==> config.mk <==
export PLATFORM = sky130hd
export DESIGN_NAME = name_hash_palette_color_top
export DESIGN_NICKNAME = d
export VERILOG_FILES = /design/src/hdl/nhpc_pkg.sv /design/src/hdl/nhpc_cfg.sv /design/src/hdl/nhpc_ctrl.sv /design/src/hdl/nhpc_dpath.sv /design/src/hdl/name_hash_palette_color_top.sv
export SDC_FILE = /design/constraint.sdc
export NUM_CORES = 2
export LEC_CHECK = 0
export ABC_AREA = 1
export BUFFER_PORTS_ARGS = -buffer_cell sky130_fd_sc_hd__buf_2
export CORE_MARGIN = 1
export CORE_UTILIZATION = 39
export DETAILED_ROUTE_END_ITERATION = 7
export PLACE_DENSITY = 0.57
export REMOVE_ABC_BUFFERS = 1
export SYNTH_ARGS = -nofsm -noshare
export SYNTH_HDL_FRONTEND = slang
export SYNTH_HIERARCHICAL = 1
export SYNTH_SLANG_ARGS = --single-unit
==> constraint.sdc <==
create_clock -name clk_i -period 7.2 [get_ports clk_i]
set_clock_uncertainty 0.15 [all_clocks]
set_input_delay 0.36 -clock clk_i [delete_from_list [all_inputs] [get_ports clk_i]]
set_output_delay 0.36 -clock clk_i [all_outputs]
set_load 0.02 [all_outputs]
==> src/hdl/nhpc_pkg.sv <==
// Package for the name hash palette colour block: types, codes and constants.
// Used by every module under hdl; it depends on nothing.
package nhpc_pkg;

  // FNV-1a hash constants.
  localparam logic [31:0] FnvBasis = 32'd2166136261;
  localparam logic [31:0] FnvPrime = 32'd16777619;

  // Colour constants.
  localparam logic [7:0]  AlphaOpaque = 8'hFF;
  localparam logic [8:0]  HueWrap     = 9'd360;
  localparam logic [9:0]  HueWrap2    = 10'd720;
  localparam logic [6:0]  PctMax      = 7'd100;
  localparam logic [12:0] LitScale    = 13'd6000;

  // Rounded-up reciprocal of 625 scaled by 2^28; exact for dividends below 2^18.
  localparam logic [18:0] ChanRecip = 19'd429497;
  localparam int unsigned ChanShift = 28;

  // Register indexes on the configuration port.
  localparam logic [2:0] RegHueBase = 3'd0;
  localparam logic [2:0] RegHueSpan = 3'd1;
  localparam logic [2:0] RegSatBase = 3'd2;
  localparam logic [2:0] RegSatSpan = 3'd3;
  localparam logic [2:0] RegLitBase = 3'd4;
  localparam logic [2:0] RegLitSpan = 3'd5;

  // Reset values of the registers.
  localparam logic [8:0] HueBaseRst = 9'd10;
  localparam logic [8:0] HueSpanRst = 9'd50;
  localparam logic [6:0] SatBaseRst = 7'd70;
  localparam logic [6:0] SatSpanRst = 7'd20;
  localparam logic [6:0] LitBaseRst = 7'd50;
  localparam logic [6:0] LitSpanRst = 7'd15;

  // Number of bit-serial remainder steps (one per hash bit).
  localparam int unsigned RemSteps = 32;

  typedef struct packed {
    logic [8:0] hue_base;
    logic [8:0] hue_span;
    logic [6:0] sat_base;
    logic [6:0] sat_span;
    logic [6:0] lit_base;
    logic [6:0] lit_span;
  } cfg_t;

  typedef enum logic [2:0] {
    StIdle,
    StRem,
    StHsl,
    StMul1,
    StMul2,
    StChan,
    StQuot,
    StDone
  } state_e;

  // Commands from the controller to the datapath.
  typedef struct packed {
    logic       hash_en;
    logic       rem_step;
    logic       hsl_en;
    logic       mul1_en;
    logic       mul2_en;
    logic       chan_en;
    logic       quot_step;
    logic       out_load;
  } cmd_t;

  // Status from the datapath to the controller.
  typedef struct packed {
    logic out_free;
  } sts_t;

endpackage

==> src/hdl/nhpc_cfg.sv <==
// Configuration registers of the name hash palette colour block.
// Depends on nhpc_pkg for the register indexes, reset values and cfg_t.
module nhpc_cfg (
  input  logic            clk_i,
  input  logic            rst_ni,
  input  logic            cfg_we_i,
  input  logic [2:0]      cfg_index_i,
  input  logic [8:0]      cfg_data_i,
  output nhpc_pkg::cfg_t  cfg_o
);

  nhpc_pkg::cfg_t cfg_q, cfg_d;

  // Decode a write; indexes beyond the last register are ignored.
  always_comb begin
    cfg_d = cfg_q;
    if (cfg_we_i) begin
      case (cfg_index_i)
        nhpc_pkg::RegHueBase: cfg_d.hue_base = cfg_data_i;
        nhpc_pkg::RegHueSpan: cfg_d.hue_span = cfg_data_i;
        nhpc_pkg::RegSatBase: cfg_d.sat_base = cfg_data_i[6:0];
        nhpc_pkg::RegSatSpan: cfg_d.sat_span = cfg_data_i[6:0];
        nhpc_pkg::RegLitBase: cfg_d.lit_base = cfg_data_i[6:0];
        nhpc_pkg::RegLitSpan: cfg_d.lit_span = cfg_data_i[6:0];
        default: cfg_d = cfg_q;
      endcase
    end
  end

  always_ff @(posedge clk_i or negedge rst_ni) begin
    if (!rst_ni) begin
      cfg_q.hue_base <= nhpc_pkg::HueBaseRst;
      cfg_q.hue_span <= nhpc_pkg::HueSpanRst;
      cfg_q.sat_base <= nhpc_pkg::SatBaseRst;
      cfg_q.sat_span <= nhpc_pkg::SatSpanRst;
      cfg_q.lit_base <= nhpc_pkg::LitBaseRst;
      cfg_q.lit_span <= nhpc_pkg::LitSpanRst;
    end else begin
      cfg_q <= cfg_d;
    end
  end

  assign cfg_o = cfg_q;

endmodule

==> src/hdl/nhpc_ctrl.sv <==
// Controller state machine of the name hash palette colour block.
// Depends on nhpc_pkg for state_e, cmd_t and sts_t; drives the datapath.
module nhpc_ctrl (
  input  logic           clk_i,
  input  logic           rst_ni,
  input  logic           in_valid_i,
  input  logic           last_i,
  output logic           in_stall_o,
  input  nhpc_pkg::sts_t sts_i,
  output nhpc_pkg::cmd_t cmd_o
);

  nhpc_pkg::state_e state_q, state_d;
  logic [4:0]       cnt_q, cnt_d;

  // Next state and step counter.
  always_comb begin
    state_d = state_q;
    cnt_d   = cnt_q;
    case (state_q)
      nhpc_pkg::StIdle: begin
        cnt_d = '0;
        if (in_valid_i && last_i) begin
          state_d = nhpc_pkg::StRem;
        end
      end
      nhpc_pkg::StRem: begin
        cnt_d = cnt_q + 5'd1;
        if (cnt_q == 5'(nhpc_pkg::RemSteps - 1)) begin
          state_d = nhpc_pkg::StHsl;
        end
      end
      nhpc_pkg::StHsl:  state_d = nhpc_pkg::StMul1;
      nhpc_pkg::StMul1: state_d = nhpc_pkg::StMul2;
      nhpc_pkg::StMul2: state_d = nhpc_pkg::StChan;
      nhpc_pkg::StChan: state_d = nhpc_pkg::StQuot;
      nhpc_pkg::StQuot: state_d = nhpc_pkg::StDone;
      nhpc_pkg::StDone: begin
        if (sts_i.out_free) begin
          state_d = nhpc_pkg::StIdle;
        end
      end
      default: state_d = nhpc_pkg::StIdle;
    endcase
  end

  // Commands to the datapath.
  always_comb begin
    cmd_o      = '0;
    in_stall_o = 1'b1;
    case (state_q)
      nhpc_pkg::StIdle: begin
        in_stall_o    = 1'b0;
        cmd_o.hash_en = in_valid_i;
      end
      nhpc_pkg::StRem:  cmd_o.rem_step  = 1'b1;
      nhpc_pkg::StHsl:  cmd_o.hsl_en    = 1'b1;
      nhpc_pkg::StMul1: cmd_o.mul1_en   = 1'b1;
      nhpc_pkg::StMul2: cmd_o.mul2_en   = 1'b1;
      nhpc_pkg::StChan: cmd_o.chan_en   = 1'b1;
      nhpc_pkg::StQuot: cmd_o.quot_step = 1'b1;
      nhpc_pkg::StDone: cmd_o.out_load  = sts_i.out_free;
      default: cmd_o = '0;
    endcase
  end

  always_ff @(posedge clk_i or negedge rst_ni) begin
    if (!rst_ni) begin
      state_q <= nhpc_pkg::StIdle;
      cnt_q   <= '0;
    end else begin
      state_q <= state_d;
      cnt_q   <= cnt_d;
    end
  end

endmodule

==> src/hdl/nhpc_dpath.sv <==
// Datapath of the name hash palette colour block: hash, remainders, HSL to RGB.
// Depends on nhpc_pkg for constants, cfg_t, cmd_t and sts_t.
module nhpc_dpath (
  input  logic           clk_i,
  input  logic           rst_ni,
  input  nhpc_pkg::cfg_t cfg_i,
  input  nhpc_pkg::cmd_t cmd_i,
  output nhpc_pkg::sts_t sts_o,
  input  logic [7:0]     name_byte_i,
  input  logic           last_i,
  output logic           out_valid_o,
  input  logic           out_stall_i,
  output logic [31:0]    color_word_o,
  output logic [31:0]    name_hash_o
);

  // Running hash and the folded value for the current beat.
  logic [31:0] run_hash_q;
  logic [31:0] hash_next;
  logic [31:0] final_hash_q;

  assign hash_next = 32'((run_hash_q ^ {{24{name_byte_i[7]}}, name_byte_i})
                         * nhpc_pkg::FnvPrime);

  always_ff @(posedge clk_i or negedge rst_ni) begin
    if (!rst_ni) begin
      run_hash_q <= nhpc_pkg::FnvBasis;
    end else if (cmd_i.hash_en) begin
      run_hash_q <= last_i ? nhpc_pkg::FnvBasis : hash_next;
    end
  end

  // Bit-serial remainders of the three hash slices, one dividend bit a cycle.
  logic [31:0] hue_dvd_q, sat_dvd_q, lit_dvd_q;
  logic [8:0]  hue_rem_q;
  logic [6:0]  sat_rem_q, lit_rem_q;
  logic [9:0]  hue_try;
  logic [7:0]  sat_try, lit_try;
  logic [8:0]  hue_rem_d;
  logic [6:0]  sat_rem_d, lit_rem_d;

  always_comb begin
    hue_try   = {hue_rem_q, hue_dvd_q[31]};
    sat_try   = {sat_rem_q, sat_dvd_q[31]};
    lit_try   = {lit_rem_q, lit_dvd_q[31]};
    hue_rem_d = hue_try[8:0];
    sat_rem_d = sat_try[6:0];
    lit_rem_d = lit_try[6:0];
    if (hue_try >= {1'b0, cfg_i.hue_span}) begin
      hue_rem_d = 9'(hue_try - {1'b0, cfg_i.hue_span});
    end
    if (sat_try >= {1'b0, cfg_i.sat_span}) begin
      sat_rem_d = 7'(sat_try - {1'b0, cfg_i.sat_span});
    end
    if (lit_try >= {1'b0, cfg_i.lit_span}) begin
      lit_rem_d = 7'(lit_try - {1'b0, cfg_i.lit_span});
    end
  end

  always_ff @(posedge clk_i) begin
    if (cmd_i.hash_en && last_i) begin
      final_hash_q <= hash_next;
      hue_dvd_q    <= hash_next;
      sat_dvd_q    <= {8'd0, hash_next[31:8]};
      lit_dvd_q    <= {16'd0, hash_next[31:16]};
      hue_rem_q    <= '0;
      sat_rem_q    <= '0;
      lit_rem_q    <= '0;
    end else if (cmd_i.rem_step) begin
      hue_dvd_q <= {hue_dvd_q[30:0], 1'b0};
      sat_dvd_q <= {sat_dvd_q[30:0], 1'b0};
      lit_dvd_q <= {lit_dvd_q[30:0], 1'b0};
      hue_rem_q <= hue_rem_d;
      sat_rem_q <= sat_rem_d;
      lit_rem_q <= lit_rem_d;
    end
  end

  // Hue, saturation and lightness; a zero span gives a zero offset.
  logic [9:0] hue_sum;
  logic [7:0] sat_sum, lit_sum;
  logic [8:0] hue_d, hue_q;
  logic [6:0] sat_d, sat_q, lit_d, lit_q;

  always_comb begin
    hue_sum = {1'b0, cfg_i.hue_base}
            + ((cfg_i.hue_span == '0) ? 10'd0 : {1'b0, hue_rem_q});
    sat_sum = {1'b0, cfg_i.sat_base}
            + ((cfg_i.sat_span == '0) ? 8'd0 : {1'b0, sat_rem_q});
    lit_sum = {1'b0, cfg_i.lit_base}
            + ((cfg_i.lit_span == '0) ? 8'd0 : {1'b0, lit_rem_q});
    if (hue_sum >= nhpc_pkg::HueWrap2) begin
      hue_d = 9'(hue_sum - nhpc_pkg::HueWrap2);
    end else if (hue_sum >= {1'b0, nhpc_pkg::HueWrap}) begin
      hue_d = 9'(hue_sum - {1'b0, nhpc_pkg::HueWrap});
    end else begin
      hue_d = hue_sum[8:0];
    end
    sat_d = (sat_sum > {1'b0, nhpc_pkg::PctMax}) ? nhpc_pkg::PctMax : sat_sum[6:0];
    lit_d = (lit_sum > {1'b0, nhpc_pkg::PctMax}) ? nhpc_pkg::PctMax : lit_sum[6:0];
  end

  always_ff @(posedge clk_i) begin
    if (cmd_i.hsl_en) begin
      hue_q <= hue_d;
      sat_q <= sat_d;
      lit_q <= lit_d;
    end
  end

  // Chroma in 1/10000, triangle weight and sextant of the hue.
  logic [7:0]  two_l;
  logic [6:0]  lum_dev;
  logic [8:0]  hue_mod;
  logic [5:0]  tri_d, tri_q;
  logic [2:0]  sext_d, sext_q;
  logic [13:0] c4_q;
  logic [6:0]  lit2_q;

  always_comb begin
    two_l = {lit_q, 1'b0};
    if (two_l >= {1'b0, nhpc_pkg::PctMax}) begin
      lum_dev = 7'(two_l - {1'b0, nhpc_pkg::PctMax});
    end else begin
      lum_dev = 7'({1'b0, nhpc_pkg::PctMax} - two_l);
    end
    if (hue_q >= 9'd240) begin
      hue_mod = hue_q - 9'd240;
    end else if (hue_q >= 9'd120) begin
      hue_mod = hue_q - 9'd120;
    end else begin
      hue_mod = hue_q;
    end
    tri_d = (hue_mod >= 9'd60) ? 6'(9'd120 - hue_mod) : hue_mod[5:0];
    if (hue_q < 9'd60) begin
      sext_d = 3'd0;
    end else if (hue_q < 9'd120) begin
      sext_d = 3'd1;
    end else if (hue_q < 9'd180) begin
      sext_d = 3'd2;
    end else if (hue_q < 9'd240) begin
      sext_d = 3'd3;
    end else if (hue_q < 9'd300) begin
      sext_d = 3'd4;
    end else begin
      sext_d = 3'd5;
    end
  end

  always_ff @(posedge clk_i) begin
    if (cmd_i.mul1_en) begin
      c4_q   <= 14'((nhpc_pkg::PctMax - lum_dev) * sat_q);
      tri_q  <= tri_d;
      sext_q <= sext_d;
      lit2_q <= lit_q;
    end
  end

  // Chroma, second component and offset, all in 1/600000.
  logic [19:0] cc_q, xx_q, m_q;
  logic [2:0]  sext2_q;

  always_ff @(posedge clk_i) begin
    if (cmd_i.mul2_en) begin
      cc_q    <= 20'(c4_q * 6'd60);
      xx_q    <= 20'(c4_q * tri_q);
      m_q     <= 20'(20'(lit2_q * nhpc_pkg::LitScale) - 20'(c4_q * 5'd30));
      sext2_q <= sext_q;
    end
  end

  // Sextant selection, then (v + m) * 17 / 64; 255 / 600000 is 17 / 40000 and
  // 40000 is 64 * 625, so only a divide by 625 remains.
  logic [19:0] r1, g1, b1;
  logic [23:0] vr, vg, vb;
  logic [17:0] pr_q, pg_q, pb_q;
  logic [17:0] pr_d, pg_d, pb_d;

  always_comb begin
    case (sext2_q)
      3'd0:    begin r1 = cc_q; g1 = xx_q; b1 = '0;   end
      3'd1:    begin r1 = xx_q; g1 = cc_q; b1 = '0;   end
      3'd2:    begin r1 = '0;   g1 = cc_q; b1 = xx_q; end
      3'd3:    begin r1 = '0;   g1 = xx_q; b1 = cc_q; end
      3'd4:    begin r1 = xx_q; g1 = '0;   b1 = cc_q; end
      default: begin r1 = cc_q; g1 = '0;   b1 = xx_q; end
    endcase
    vr   = 24'(r1 + m_q) * 24'd17;
    vg   = 24'(g1 + m_q) * 24'd17;
    vb   = 24'(b1 + m_q) * 24'd17;
    pr_d = vr[23:6];
    pg_d = vg[23:6];
    pb_d = vb[23:6];
  end

  always_ff @(posedge clk_i) begin
    if (cmd_i.chan_en) begin
      pr_q <= pr_d;
      pg_q <= pg_d;
      pb_q <= pb_d;
    end
  end

  // Divide by 625 as a multiply by the scaled reciprocal; the quotient never exceeds 255.
  logic [36:0] prod_r, prod_g, prod_b;
  logic [7:0]  qr_q, qg_q, qb_q;

  assign prod_r = 37'(pr_q) * 37'(nhpc_pkg::ChanRecip);
  assign prod_g = 37'(pg_q) * 37'(nhpc_pkg::ChanRecip);
  assign prod_b = 37'(pb_q) * 37'(nhpc_pkg::ChanRecip);

  always_ff @(posedge clk_i) begin
    if (cmd_i.quot_step) begin
      qr_q <= prod_r[nhpc_pkg::ChanShift +: 8];
      qg_q <= prod_g[nhpc_pkg::ChanShift +: 8];
      qb_q <= prod_b[nhpc_pkg::ChanShift +: 8];
    end
  end

  // Output register; the next name streams in while a result waits here.
  logic        out_valid_q;
  logic [31:0] color_q, hash_out_q;

  always_ff @(posedge clk_i or negedge rst_ni) begin
    if (!rst_ni) begin
      out_valid_q <= 1'b0;
    end else if (cmd_i.out_load) begin
      out_valid_q <= 1'b1;
    end else if (!out_stall_i) begin
      out_valid_q <= 1'b0;
    end
  end

  always_ff @(posedge clk_i) begin
    if (cmd_i.out_load) begin
      color_q    <= {nhpc_pkg::AlphaOpaque, qb_q, qg_q, qr_q};
      hash_out_q <= final_hash_q;
    end
  end

  assign sts_o.out_free = !out_valid_q || !out_stall_i;
  assign out_valid_o    = out_valid_q;
  assign color_word_o   = color_q;
  assign name_hash_o    = hash_out_q;

endmodule

==> src/hdl/name_hash_palette_color_top.sv <==
// Top level of the name hash palette colour block: FNV-1a name hash to RGBA.
// Depends on nhpc_pkg and instantiates nhpc_cfg, nhpc_ctrl and nhpc_dpath.
//
//   Channel  Direction  Handshake                Payload
//   input    in         in_valid_i / in_stall_o  name_byte_i, last_i
//   output   out        out_valid_o / out_stall_i color_word_o, name_hash_o
//   config   in         cfg_we_i                 cfg_index_i, cfg_data_i
//
// A byte not marked last is taken at once, so a name streams in at one byte a cycle.
// After the last byte, in_stall_o stays high through the 32 steps of the
// bit-serial remainder unit, four arithmetic stages, the reciprocal divide and the load.
// The result waits in an output register, so the next name starts while it is held;
// the load waits only while a previous result is still unclaimed.
// Reset is asynchronous: registers take their defaults and the hash its basis.
module name_hash_palette_color_top (
  input  logic        clk_i,
  input  logic        rst_ni,
  input  logic        in_valid_i,
  output logic        in_stall_o,
  input  logic [7:0]  name_byte_i,
  input  logic        last_i,
  output logic        out_valid_o,
  input  logic        out_stall_i,
  output logic [31:0] color_word_o,
  output logic [31:0] name_hash_o,
  input  logic        cfg_we_i,
  input  logic [2:0]  cfg_index_i,
  input  logic [8:0]  cfg_data_i
);

  nhpc_pkg::cfg_t cfg;
  nhpc_pkg::cmd_t cmd;
  nhpc_pkg::sts_t sts;

  nhpc_cfg u_cfg (
    .clk_i       (clk_i),
    .rst_ni      (rst_ni),
    .cfg_we_i    (cfg_we_i),
    .cfg_index_i (cfg_index_i),
    .cfg_data_i  (cfg_data_i),
    .cfg_o       (cfg)
  );

  nhpc_ctrl u_ctrl (
    .clk_i      (clk_i),
    .rst_ni     (rst_ni),
    .in_valid_i (in_valid_i),
    .last_i     (last_i),
    .in_stall_o (in_stall_o),
    .sts_i      (sts),
    .cmd_o      (cmd)
  );

  nhpc_dpath u_dpath (
    .clk_i        (clk_i),
    .rst_ni       (rst_ni),
    .cfg_i        (cfg),
    .cmd_i        (cmd),
    .sts_o        (sts),
    .name_byte_i  (name_byte_i),
    .last_i       (last_i),
    .out_valid_o  (out_valid_o),
    .out_stall_i  (out_stall_i),
    .color_word_o (color_word_o),
    .name_hash_o  (name_hash_o)
  );

`ifndef SYNTHESIS
  // The last beat of a name starts the colour work, which blocks input.
  a_last_stalls: assert property (@(posedge clk_i) disable iff (!rst_ni)
    (in_valid_i && !in_stall_o && last_i) |=> in_stall_o)
    else $error("input not stalled after the last beat of a name");

  // A load never overwrites a result that is still waiting.
  a_no_overwrite: assert property (@(posedge clk_i) disable iff (!rst_ni)
    cmd.out_load |-> !(out_valid_o && out_stall_i))
    else $error("output register loaded while holding an unclaimed result");

  // A load always presents a result in the next cycle.
  a_load_shows: assert property (@(posedge clk_i) disable iff (!rst_ni)
    cmd.out_load |=> out_valid_o)
    else $error("loaded result not presented");
`endif

endmodule

* Word level (Yosys, flattened, before mapping)
Cells that the tools add are included.
Word-level totals: register bits after elaboration 486, input bits 26, word-level logic and storage cells 179
Operators by class: $add $sub $neg 19, multiply operators 12, $lt $le $gt $ge 16, eq/ne operators 21, multiplexer cells 42, bitwise gates (word level) 1, reductions and logical operators 28
Operators by type and width (count):
- $pmux 20 s2 | 3
- $mul 18x19->36 const B | 3
- $mux 32 | 3
- $mul 24x5->24 const B | 3
- $add 20x20->21 | 3
- $mux 9 | 6
- $mux 24 | 2
- $mul 14x4->18 const B | 2
- $mux 7 | 5
- $mul 32x25->32 const B | 1
- $mux 16 | 2
- $xor 32x32->32 | 1
- $pmux 3 s8 | 1
- $eq 3x3->1 const B | 7
- $mul 14x6->20 | 1
- $sub 20x19->20 | 1
- $eq 3x2->1 const B | 6
- $lt 9x8->1 const B | 2
- $sub 9x8->9 const B | 2
- $add 7x8->8 | 2
- $ge 8x7->1 | 2
- $gt 8x7->1 const B | 2
- $mul 7x9->16 const B | 1
- $logic_not 7->1 | 2
- other kinds (39) | 76

* Depth between registers and ports, before layout
word-level depth 6, gate-level depth with buffers 32

* By module
Netlist, hierarchy kept.
Modules (own cells, without submodules):
- nhpc_dpath | instances 1, cells an instance 6333, area each 56035.0 um2
- nhpc_cfg | instances 1, cells an instance 211, area each 1901.8 um2
- nhpc_ctrl | instances 1, cells an instance 63, area each 535.5 um2

* Worst setup path after synthesis
Ideal clock, no wire load.
path kind input to register, start in name_byte_i[7], end reg u_dpath.hue_dvd_q[26], data pin, arrival 5.502 ns, data required time 6.794 ns, setup slack 1.292 ns, cell stages on the path 22, cell sequence buf_2 > buf_1 > xor2_1 > ha_1 > ha_1 > inv_1 > fa_1 > inv_1 > ha_1 > inv_1 > fa_1 > fa_1 > fa_1 > inv_1 > ha_1 > a21o_1 > o21bai_1 > a21oi_1 > o211ai_1 > or2_2 > nand3_1 > nand2_1
On the way: longest elaborated chain between the ends 3
RTL lines:
- start, declared | line name_hash_palette_color_top.sv:20 | input logic [7:0] name_byte_i,
- $xor 32x32->32 | line nhpc_dpath.sv:22 | assign hash_next = 32'((run_hash_q ^ {{24{name_byte_i[7]}}, name_byte_i})
- $mul 32x25->32 | line nhpc_dpath.sv:23 | * nhpc_pkg::FnvPrime);
- $mux 32 | line nhpc_dpath.sv:61 | if (cmd_i.hash_en && last_i) begin
- end signal, assigned | line nhpc_dpath.sv:63 | hue_dvd_q <= hash_next;
- end signal, assigned | line nhpc_dpath.sv:70 | hue_dvd_q <= {hue_dvd_q[30:0], 1'b0};
- end, declared | line nhpc_dpath.sv:34 | logic [31:0] hue_dvd_q, sat_dvd_q, lit_dvd_q;
No other way between the ends. A chain may end at the register's enable or synchronous reset.

* Final worst setup path
start reg u_dpath.run_hash_q[12], end reg u_dpath.sat_dvd_q[17], data pin
On the way: longest elaborated chain between the ends 3
RTL lines:
- start, declared | line nhpc_dpath.sv:18 | logic [31:0] run_hash_q;
- start signal, assigned | line nhpc_dpath.sv:27 | run_hash_q <= nhpc_pkg::FnvBasis;
- start signal, assigned | line nhpc_dpath.sv:29 | run_hash_q <= last_i ? nhpc_pkg::FnvBasis : hash_next;
- $xor 32x32->32 | line nhpc_dpath.sv:22
- $mul 32x25->32 | line nhpc_dpath.sv:23
- $mux 24 | line nhpc_dpath.sv:61
- end signal, assigned | line nhpc_dpath.sv:64 | sat_dvd_q <= {8'd0, hash_next[31:8]};
- end signal, assigned | line nhpc_dpath.sv:71 | sat_dvd_q <= {sat_dvd_q[30:0], 1'b0};
- end, declared | line nhpc_dpath.sv:34
No other way between the ends.

==> key figures <==
Logic synthesis
  • Register bit total from synthesis: 480
  • Synthesized area: 58500 sq um
  • Yosys top cell area share: 20.4%
  • Yosys cell types: 70
  • Top post-synthesis cells by count: 1582 x inv_1, 1104 x nand2_1, 954 x ha_1
  • Sequential-to-total area share from yosys stat: 23.2%
  • Post-synth top area cell: ha_1
  • Ys async rst share: 18.1%
  • Mean Syn Cell Area: 8.85 sq um
  • Top post-synthesis cells by area: ha_1 20%, fa_1 20%, edfxtp_1 18%, inv_1 10%, nand2_1 7.1%
  • Mapped Cells: 6607
  • EDFF count, synth: 346
  • Ys Warns: 6
  • Synth Flop Type: edfxtp_1
  • Cell with the most instances after synthesis: inv_1

GRT
  • Vias in the first global route: 43782
  • Total GRT Usage: 18.6%
  • Initial antenna violation count: 1
  • Largest net degree at the start of global routing: 79
  • First-pass GRT wire length: 228000 microns
  • Congestion Overflow GR: 0

CTS
  • TritonCTS clock tree: yes
  • Post-cts resize count: 0
  • Root buf cell: clkbuf_16
  • Max Buffers Root-to-Sink: 3
  • # clock sinks: 480
  • Clk_lat worst skew: 0.72 ns
  • Worst-path clk slew: 0.06 ns
  • Max H-tree Level: 2
  • TritonCTS buffer count: 61

Critical path
  • Crit Path Category: flop to flop
  • Max Fanout on Critical Path: 5
  • Reg2Reg Depth: 26
  • Worst Path Arrival: 6.65 ns
  • R2R Path End: u_dpath/sat_dvd_q[17]$_DFFE_PP_
  • CP max-delay cell: fa_1
  • Startpoint Class: flop
  • WP data required: 7.50 ns
  • Buf/Inv on CP: 8
  • CP delay by family, top: adder cells
  • Most frequent cell on the critical path: inv_1
  • FF-to-FF setup slack: 0.85 ns
  • Worst setup EP type: flop
  • Slowest stage delay, CP: 0.54 ns
  • Worst r2r src: u_dpath/run_hash_q[12]$_DFFE_PN1P_

Drt
  • Wire per inst: 15.9 microns
  • Antenna Nets Post-Route: 0
  • Via/cell ratio: 4.83
  • 1st-iter DRT viols: 2175
  • Vias after detailed routing: 42189
  • Post-Route WL: 139000 microns
  • # DRC: 0
  • TritonRoute pass-1 iters: 6

Run status
  • Status: finished, final reports clean

Floorplanning
  • Ports: 92
  • Die Height: 389 microns
  • DIE AREA: 151000 sq um
  • Die W: 389 microns
  • Num rows: 141
  • Initial Utilization: 39.5%
  • Core box area: 148000 sq um

Timing
  • Setup TNS: 0 ns
  • Slew HR: 27.2%
  • Final period util: 88.2%
  • Max Slew Vio Count: 0
  • Achievable frequency: 157 MHz
  • Slew @ Worst Pin: 1.08 ns
  • RSZ-0062 raised after global routing: false
  • Final hold vios: 0
  • Finish-stage setup viols: 0
  • Minimum clock period: 6.35 ns

Layout
  • N_diodes: 0
  • Final #Nets: 8320
  • Area Growth Syn to Fin: 8.99%
  • Layout cells sized above 1: 4.76%

Min path
  • Min-delay worst type: primary input to async pin

Placement
  • Routability Congestion: 0.941
  • Port bufs: 83
  • Post-DP HPWL: 117000 microns

Run
  • Max Cap Violations: 0
## what timing repair did
item / 4_1_cts / 5_1_grt
setup buffers: 0 / 0
endpoints found under the hold margin: 90 / 0
setup endpoints to repair: 0 / 0
hold buffers: 22 / 0
## kinds of logic (layout without fill, tap and decap cells)
family	after synthesis	in the layout	share of synthesized area, %
AO/OA/AOI/OAI	832	832	8.14
XOR/XNOR	291	291	4.40
adder cells (fa/ha/maj)	1544	1544	40.6
buffers and inverters	1658	1846	10.8
flip-flops	480	480	23.2
other	1	8	0.00641
AND/OR/NAND/NOR	1801	1801	12.9
## final cells by class
cell class,count,area [sq um]
clock inverter,40,537
sequential,480,13500
fill,14706,84500
timing repair buffer,132,841
inverter,1599,6020
multi-input combinational,4476,38700
clock buffer,75,1700
tap,1930,2410
## worst max-delay path by stage
stage / from / endpoint / slack (ns) / cells past startpoint
final: u_dpath/run_hash_q[12]$_DFFE_PN1P_ / u_dpath/sat_dvd_q[17]$_DFFE_PP_ / 0.85 / 26
after global placement: name_byte_i[7] / u_dpath/lit_dvd_q[9]$_DFFE_PP_ / 0.70 / 27
after global routing: u_dpath/lit_q[0]$_SDFFCE_PN0P_ / u_dpath/c4_q[13]$_DFFE_PP_ / 0.27 / 28
after floorplan: u_ctrl/state_q[0]$_DFFE_PN0P_ / u_dpath/hue_dvd_q[0]$_SDFFCE_PN0P_ / 1.22 / 7
after CTS: u_dpath/run_hash_q[12]$_DFFE_PN1P_ / u_dpath/sat_dvd_q[17]$_DFFE_PP_ / 0.87 / 26
after detailed placement: name_byte_i[7] / u_dpath/lit_dvd_q[9]$_DFFE_PP_ / 0.66 / 27
## sequential cells by signal, indices dropped and copies added, names as in the netlist, 18 cells and up
name / cells
u_cfg/cfg_o: 46
u_dpath/color_word_o: 24
u_dpath/final_hash_q: 32
u_dpath/hue_dvd_q: 32
u_dpath/lit_dvd_q: 32
u_dpath/name_hash_o: 32
u_dpath/pb_q: 18
u_dpath/pg_q: 18
u_dpath/pr_q: 18
u_dpath/run_hash_q: 32
u_dpath/sat_dvd_q: 32
u_dpath/xx_q: 19
## worst register-to-register path: stages (launching register included)
cell,delay (ns)
dfstp_2,0.53
xor2_1,0.49
ha_1,0.34
ha_1,0.28
inv_1,0.06
fa_1,0.46
inv_1,0.07
ha_1,0.13
inv_1,0.05
fa_1,0.53
inv_1,0.04
ha_1,0.26
inv_1,0.05
fa_1,0.54
inv_1,0.05
ha_1,0.36
nand2_1,0.17
inv_1,0.08
nand2_1,0.06
nor3_1,0.40
nand4_1,0.19
nand3_1,0.25
nand2_1,0.08
inv_1,0.07
o21ai_0,0.13
nand3_1,0.19
nand2_1,0.07
## layer usage
metal	global-route usage, %	vias to the layer above	wire [microns]
met5	0	-	0
met4	4.77	0	3430
met3	1.59	161	4130
met2	32.1	669	66400
met1	25.0	20022	64600
li1	-	21337	-
## metrics by stage
step	worst slack (ns)	instance area (sq um)	hold WS, ns	utilization, %	std cells
finish	0.848	63700	0.0553	43.0	8732
global route	0.272	63700	0.0760	43.0	8732
CTS	0.865	63700	0.0107	43.0	8732
detailed placement	0.664	61300	0.241	41.3	8595
global placement	0.697	61300	0.236	41.3	8595
floorplan	1.22	58200	-0.0856	-	6555
## placed cells by master (no fill, tap or decap), drive strengths merged, types with 39 or more instances in the layout
master | Yosys | final
xnor2 | 76 | 76
o21ai | 220 | 220
ha | 954 | 954
a21o | 39 | 39
inv | 1594 | 1601
xor2 | 215 | 215
dfrtp | 56 | 56
clkbuf | 35 | 75
buf | 24 | 110
a21oi | 341 | 341
nand2 | 1116 | 1116
o22ai | 97 | 97
nor3 | 55 | 55
nand3 | 223 | 223
nor2 | 315 | 315
dfxtp | 47 | 47
edfxtp | 346 | 346
fa | 590 | 590
Power is left out: the tool's default activity adds up to more than one toggle a clock period on the data nets, which glitch-free logic cannot reach.
